--- config.mk ---
export PLATFORM = sky130hd
export DESIGN_NAME = event_list_min_extract_unit
export DESIGN_NICKNAME = d
export VERILOG_FILES = /design/src/rtl/elme_pkg.sv /design/src/rtl/elme_store.sv /design/src/rtl/elme_scan.sv /design/src/rtl/event_list_min_extract_unit.sv
export SDC_FILE = /design/constraint.sdc
export NUM_CORES = 2
export LEC_CHECK = 0
export BUFFER_PORTS_ARGS = -buffer_cell sky130_fd_sc_hd__buf_2
export CORE_ASPECT_RATIO = 1.25
export CORE_MARGIN = 1
export CORE_UTILIZATION = 65
export CTS_BUF_LIST = sky130_fd_sc_hd__clkbuf_2
export CTS_CLUSTER_DIAMETER = 120
export CTS_CLUSTER_SIZE = 25
export DETAILED_ROUTE_END_ITERATION = 6
export GPL_ROUTABILITY_DRIVEN = 0
export PLACE_DENSITY = 0.8
export SYNTH_ARGS = -nofsm -noshare
export SYNTH_HDL_FRONTEND = slang
export SYNTH_MEMORY_MAX_BITS = 65536
export SYNTH_SLANG_ARGS = --single-unit
--- constraint.sdc ---
create_clock -name clk -period 11.1 [get_ports clk]
set_input_delay 1.11 -clock clk [delete_from_list [all_inputs] [get_ports clk]]
set_output_delay 1.11 -clock clk [all_outputs]
set_load 0.02 [all_outputs]
--- src/rtl/elme_pkg.sv ---
// Package for the event list minimum extract unit.
// Holds the entry type, the op and status codes and the default store depth.
// No dependencies.
package elme_pkg;

	localparam int DEPTH_DEF = 64;

	localparam int KIND_W = 4;
	localparam int TIME_W = 32;
	localparam int LIVE_W = 7;

	localparam logic OP_INSERT  = 1'b0;
	localparam logic OP_EXTRACT = 1'b1;

	localparam logic [1:0] STAT_OK    = 2'd0;
	localparam logic [1:0] STAT_FULL  = 2'd1;
	localparam logic [1:0] STAT_EMPTY = 2'd2;

	typedef struct packed {
		logic [TIME_W-1:0] duration;
		logic [TIME_W-1:0] start;
		logic [KIND_W-1:0] kind;
	} entry_t;

	typedef struct packed {
		logic vld;
		logic first;
		logic last;
	} scan_ctl_t;

endpackage

--- src/rtl/elme_store.sv ---
// Event store: one write port and one registered read port.
// Depends on elme_pkg for the entry type.
module elme_store
	import elme_pkg::*;
#(
	parameter int DEPTH = DEPTH_DEF,
	parameter int AW = $clog2(DEPTH)
) (
	input  logic          clk,
	input  logic          we,
	input  logic [AW-1:0] waddr,
	input  entry_t        wdata,
	input  logic [AW-1:0] raddr,
	output entry_t        rdata
);

	entry_t mem_q [DEPTH];
	entry_t rdata_q;

	always_ff @(posedge clk) begin
		if (we) begin
			mem_q[waddr] <= wdata;
		end
		rdata_q <= mem_q[raddr];
	end

	assign rdata = rdata_q;

endmodule

--- src/rtl/elme_scan.sv ---
// Shared compare unit: keeps the earliest-start entry seen during a scan
// and the entry read from the last live slot. Depends on elme_pkg.
module elme_scan
	import elme_pkg::*;
#(
	parameter int DEPTH = DEPTH_DEF,
	parameter int AW = $clog2(DEPTH)
) (
	input  logic          clk,
	input  scan_ctl_t     ctl,
	input  logic [AW-1:0] idx,
	input  entry_t        data,
	output entry_t        best,
	output logic [AW-1:0] best_idx,
	output entry_t        last_ent
);

	entry_t        best_q;
	logic [AW-1:0] best_idx_q;
	entry_t        last_q;
	logic          take;

	// Strictly less keeps the lowest slot on equal start times.
	assign take = ctl.vld && (ctl.first || (data.start < best_q.start));

	always_ff @(posedge clk) begin
		if (take) begin
			best_q     <= data;
			best_idx_q <= idx;
		end
		if (ctl.vld && ctl.last) begin
			last_q <= data;
		end
	end

	assign best     = best_q;
	assign best_idx = best_idx_q;
	assign last_ent = last_q;

endmodule

--- src/rtl/event_list_min_extract_unit.sv ---
// Insert, and extract on an empty store: the result is registered in the cycle after the item is accepted.
// Extract on n live events: the live slots are read, one store read per cycle through the single
// read port feeding one 32-bit comparator, then one write that moves the last event.
// One item is handled at a time; a new item is taken when the sequencer is idle and the
// result register is free or being emptied. arst_n clears the count, sequencer and
// output valid; store contents are undefined until written.
module event_list_min_extract_unit
	import elme_pkg::*;
#(
	parameter int DEPTH = DEPTH_DEF
) (
	input  logic        clk,
	input  logic        arst_n,
	input  logic        s_tvalid,
	output logic        s_tready,
	input  logic [71:0] s_tdata,  // event_kind[3:0], start_time[35:4], duration[67:36]
	input  logic        s_tuser,  // op[0]
	output logic        m_tvalid,
	input  logic        m_tready,
	output logic [79:0] m_tdata,  // out_kind[3:0], out_start[35:4], out_duration[67:36],
	                              // live_count[74:68], is_empty[75]
	output logic [1:0]  m_tuser   // status[1:0]
);

	localparam int AW = $clog2(DEPTH);
	localparam int CW = $clog2(DEPTH + 1);

	localparam logic [1:0] S_IDLE = 2'd0;
	localparam logic [1:0] S_SCAN = 2'd1;
	localparam logic [1:0] S_FIN  = 2'd2;

	logic [1:0]    state_q;
	logic [CW-1:0] cnt_q;
	logic [CW-1:0] issue_q;
	logic          rd_vld_s1;
	logic [AW-1:0] rd_idx_s1;
	logic          m_tvalid_q;
	logic [79:0]   m_tdata_q;
	logic [1:0]    m_tuser_q;

	logic          s_acc;
	logic          in_op;
	entry_t        in_ent;
	logic          not_full;
	logic [CW-1:0] cnt_dec;
	logic          issue;
	logic          set_vld;
	logic          we;
	logic [AW-1:0] waddr;
	entry_t        wdata;
	entry_t        rdata;
	scan_ctl_t     ctl;
	entry_t        best;
	logic [AW-1:0] best_idx;
	entry_t        last_ent;

	assign in_op        = s_tuser;
	assign in_ent.kind  = s_tdata[3:0];
	assign in_ent.start = s_tdata[35:4];
	assign in_ent.duration = s_tdata[67:36];

	assign s_tready = (state_q == S_IDLE) && (!m_tvalid_q || m_tready);
	assign s_acc    = s_tvalid && s_tready;
	assign not_full = cnt_q < CW'(DEPTH);
	assign cnt_dec  = cnt_q - CW'(1);
	assign issue    = (state_q == S_SCAN) && (issue_q < cnt_q);

	// A result is loaded by an insert, by an extract on an empty store, or at the end of a scan.
	assign set_vld  = (state_q == S_FIN) ||
		(s_acc && ((in_op == OP_INSERT) || (cnt_q == '0)));

	// Writes come from an accepted insert, or from moving the last event into the freed slot.
	always_comb begin
		we    = 1'b0;
		waddr = cnt_q[AW-1:0];
		wdata = in_ent;
		if (state_q == S_FIN) begin
			we    = 1'b1;
			waddr = best_idx;
			wdata = last_ent;
		end else if (s_acc && (in_op == OP_INSERT) && not_full) begin
			we = 1'b1;
		end
	end

	elme_store #(.DEPTH(DEPTH), .AW(AW)) u_store (
		.clk   (clk),
		.we    (we),
		.waddr (waddr),
		.wdata (wdata),
		.raddr (issue_q[AW-1:0]),
		.rdata (rdata)
	);

	assign ctl.vld   = rd_vld_s1;
	assign ctl.first = (rd_idx_s1 == '0);
	assign ctl.last  = (rd_idx_s1 == cnt_dec[AW-1:0]);

	elme_scan #(.DEPTH(DEPTH), .AW(AW)) u_scan (
		.clk      (clk),
		.ctl      (ctl),
		.idx      (rd_idx_s1),
		.data     (rdata),
		.best     (best),
		.best_idx (best_idx),
		.last_ent (last_ent)
	);

	always_ff @(posedge clk or negedge arst_n) begin
		if (!arst_n) begin
			state_q    <= S_IDLE;
			cnt_q      <= '0;
			issue_q    <= '0;
			rd_vld_s1  <= 1'b0;
			m_tvalid_q <= 1'b0;
		end else begin
			rd_vld_s1 <= issue;
			if (issue) begin
				issue_q <= issue_q + CW'(1);
			end
			if (set_vld) begin
				m_tvalid_q <= 1'b1;
			end else if (m_tvalid_q && m_tready) begin
				m_tvalid_q <= 1'b0;
			end
			case (state_q)
				S_IDLE: begin
					if (s_acc) begin
						if (in_op == OP_INSERT) begin
							if (not_full) begin
								cnt_q <= cnt_q + CW'(1);
							end
						end else if (cnt_q != '0) begin
							issue_q <= '0;
							state_q <= S_SCAN;
						end
					end
				end
				S_SCAN: begin
					if (ctl.vld && ctl.last) begin
						state_q <= S_FIN;
					end
				end
				S_FIN: begin
					cnt_q   <= cnt_dec;
					state_q <= S_IDLE;
				end
				default: begin
					state_q <= S_IDLE;
				end
			endcase
		end
	end

	always_ff @(posedge clk) begin
		rd_idx_s1 <= issue_q[AW-1:0];
		if (state_q == S_FIN) begin
			m_tuser_q <= STAT_OK;
			m_tdata_q <= {4'd0, (cnt_dec == '0), LIVE_W'(cnt_dec),
				best.duration, best.start, best.kind};
		end else if (s_acc && (in_op == OP_INSERT)) begin
			m_tuser_q <= not_full ? STAT_OK : STAT_FULL;
			m_tdata_q <= {4'd0, 1'b0, LIVE_W'(not_full ? cnt_q + CW'(1) : cnt_q),
				{(2 * TIME_W + KIND_W){1'b0}}};
		end else if (s_acc && (cnt_q == '0)) begin
			m_tuser_q <= STAT_EMPTY;
			m_tdata_q <= {4'd0, 1'b1, LIVE_W'(0), {(2 * TIME_W + KIND_W){1'b0}}};
		end
	end

	assign m_tvalid = m_tvalid_q;
	assign m_tdata  = m_tdata_q;
	assign m_tuser  = m_tuser_q;

	a_cnt_bound: assert property (@(posedge clk) disable iff (!arst_n)
		cnt_q <= CW'(DEPTH))
		else $error("event count exceeds store depth");

	a_insert_cnt: assert property (@(posedge clk) disable iff (!arst_n)
		(s_acc && (in_op == OP_INSERT) && not_full) |=> (cnt_q == $past(cnt_q) + CW'(1)))
		else $error("accepted insert did not bump the count");

	a_scan_range: assert property (@(posedge clk) disable iff (!arst_n)
		rd_vld_s1 |-> (CW'(rd_idx_s1) < cnt_q))
		else $error("scan read beyond the live entries");

	a_fin_result: assert property (@(posedge clk) disable iff (!arst_n)
		(state_q == S_FIN) |=> (m_tvalid && (state_q == S_IDLE)))
		else $error("extract finished without a result");

	a_busy_stall: assert property (@(posedge clk) disable iff (!arst_n)
		(state_q != S_IDLE) |-> !s_tready)
		else $error("input taken while an extract is in progress");

endmodule
==> results.json <==
{
  "synth_edf_count": 4570,
  "cts_inserted_buffers": 212,
  "skew_ps": 194.0,
  "cp-start-kind": "register",
  "wl_mm": 454.6,
  "ir_drop_mv": 0.09348,
  "drive_gt1_frac": 0.2631,
  "cp.required_ps": 12710,
  "dp_hpwl_mm": 249.3,
  "antenna_found_initial": 22,
  "start_util": 0.6551,
  "clk_path_buf_depth": 4,
  "finalSetupViolations": 0,
  "worst_slew_pin_slew_ps": 1307,
  "maxCapViolCount": 0,
  "timing.fmax_mhz": 167.2,
  "synth.area.top_cells": "edfxtp_1, mux4_2, mux2i_1",
  "ant_nets": 0,
  "die-area_um2": 274200,
  "clockRootBuffer": "clkbuf_2",
  "final_util": 0.6871,
  "core_area_um2": 270000,
  "drc_errors": 1,
  "cts_tree": "built",
  "slew_headroom": 0.1257,
  "die_x_um": 468.6,
  "clkSlewWorstSetupHoldPaths_ps": 450,
  "via_per_inst": 7.368,
  "portBuffers": 152,
  "fin_nets": 8036,
  "holdCritPathClass": "in -> async",
  "clk_latency_ps": 2080,
  "synth_top_area_frac": 0.7759,
  "ctsResizeCount": 0,
  "hold_slack_ps": 150.2,
  "track_usage": 0.3345,
  "finalCriticalPeriod_ps": 5979,
  "leakage_nw": 59.76,
  "wire_per_inst_um": 39.05,
  "vias": 85800,
  "synth_seq_area_share": 0.7870,
  "final_max_slew_viol_count": 0,
  "area_delta_synth_final_pct": 4.872,
  "ys.flop_type": "edfxtp_1",
  "ios": 161,
  "grt_max_degree": 133,
  "crit_path_end_kind": "register",
  "clock-sinks": 4664,
  "synth_seq_cells": 4664,
  "path_class": "reg -> reg",
  "async_flop_share": 0.003859,
  "violations": "DRC",
  "fin_crit_sh": 0.5387,
  "grt_pass1_vias": 84160,
  "synth_top_area_cell": "edfxtp_1",
  "synth_warnings": 0,
  "h-tree-depth": 4,
  "syn-instance-count": 7605,
  "synth.avg_cell_area_um2": 23.26,
  "drtIter0Drc": 14940,
  "run_status": "finished, violations left",
  "rows": 213,
  "grt_setup_unrepaired": "false",
  "worst-path-max-fanout": 62,
  "fin_tns_setup_ps": 0,
  "grt_pass1_wl_mm": 628.3,
  "synthDistinctLibCells": 58,
  "grt_overflow": 0,
  "syn-cell-area_um2": 176900,
  "die_h_um": 585.2,
  "arrival_ps": 7590,
  "hold_violations": 0,
  "power_density_nw_per_um2": 136.0,
  "firstDrtPassIters": 7
}
-- path summary, 6_finish.rpt --
check | startpoint | to | slack (ps) | cells past startpoint
setup reg to reg | state_q[1]$_DFFE_PN0P_ | u_store.mem_q[1][41]$_DFFE_PP_ | 5120 | 8
min in group clk | s_tvalid | m_tuser[1]$_SDFFE_PP0P_ | 170 | 5
max in group asynchronous | arst_n | issue_q[0]$_DFF_PN0_ | 10260 | 3
hold reg to reg | u_store.rdata[41]$_DFF_P_ | u_scan.best[41]$_DFFE_PP_ | 440 | 0
setup / recovery | state_q[1]$_DFFE_PN0P_ | u_store.mem_q[1][41]$_DFFE_PP_ | 5120 | 8
hold / removal | arst_n | m_tvalid$_DFFE_PN0P_ | 150 | 3
-- kinds of logic (layout without fill, tap and decap cells) --
logic type,Yosys count,after routing,synth area share
AOI/OAI and AO/OA,423,423,0.01591
xor gates and xnor gates,18,18,0.0008913
adders and majority gates,42,42,0.002971
buffers and inverters,445,902,0.01234
DFF,4664,4664,0.7870
muxes,1433,1433,0.1664
other,1,36,0.00002120
and+or+nand+nor,579,579,0.01440
-- synth_stat cells (all sizes together), types with 32 or more instances --
master and number:
a22oi 50, edfxtp 4570, nand2 257, ha 42, o22ai 41, dfxtp 76, and2 45, buf 226
nor2 159, o21ai 108, inv 42, mux4 1205, clkbuf 173, mux2i 217, nor3 32, a21oi 74
-- per-stage QoR --
stage          total power [mW]  std cells  setup slack (ps)  area [um2]
2_1_floorplan             19.84       7608              2361      176900
3_3_place_gp              19.95      11190              5307      183000
3_5_place_dp              19.98      11190              5283      183000
4_1_cts                   25.21      11610              5327      185400
5_1_grt                   25.76      11620              5048      185400
6_report                  25.23      11640              5121      185500
-- registers in the layout (all words and copies together), names as in the netlist --
register	cells
u_store.mem_q	4352
m_tvalid	1
m_tdata	76
u_scan.best_idx	6
state_q	2
u_scan.best	68
rd_idx_s1	6
cnt_q	7
u_scan.last_ent	68
rd_vld_s1	1
u_store.rdata	68
m_tuser	2
issue_q	7
-- layout by cell type, fill, tap and decap left out, types with 61 or more instances in the layout --
master	instances
nand2_1	238
buf_2	152
mux2i_1	217
dlygate4sd3_1	61
edfxtp_1	4570
nor2_4	64
buf_4	269
a21oi_1	74
mux4_2	1205
clkbuf_2	354
o21ai_0	75
dfxtp_1	76
nor2_1	94
-- report_power, final --
group	internal, mW	total [mW]	switching [mW]	leakage, nW
combinational	0.0459	0.318	0.272	16.5
clock	0.828	5.59	4.76	1.51
sequential	19.3	19.3	0.00223	41.7
-- worst max-delay path, stage by stage, from the launching register on --
cell     delay [ps]
dfrtp_1         560
nor2b_4         350
buf_4           710
nor2_1           90
a21oi_1         620
nand3_1         810
nor2_4         1030
buf_4           590
buf_4           630
-- routing by layer --
layer	vias to the layer above	global-route usage	wire, um
met3	1285	0.08043	61110
met5	-	0	84
met1	44690	0.4453	148400
met4	14	0.1571	25640
met2	7193	0.5304	219400
li1	32610	-	-
-- area by class of cell --
cell class | instances | area [um2]
Clock inverter | 8 | 62.56
Multi-Input combinational cell | 2499 | 36100
Inverter | 46 | 180.2
Antenna cell | 32 | 80.08
Sequential cell | 4664 | 139200
Fill cell | 15390 | 84480
Timing Repair Buffer | 494 | 3631
Tap cell | 3547 | 4438
Clock buffer | 354 | 1772
-- what timing repair did --
action                                 4_1_cts  5_1_grt
hold buffers                                61        0
setup buffers                                0        0
endpoints found under the hold margin     3212        0
(Power assumes the default switching activity.)
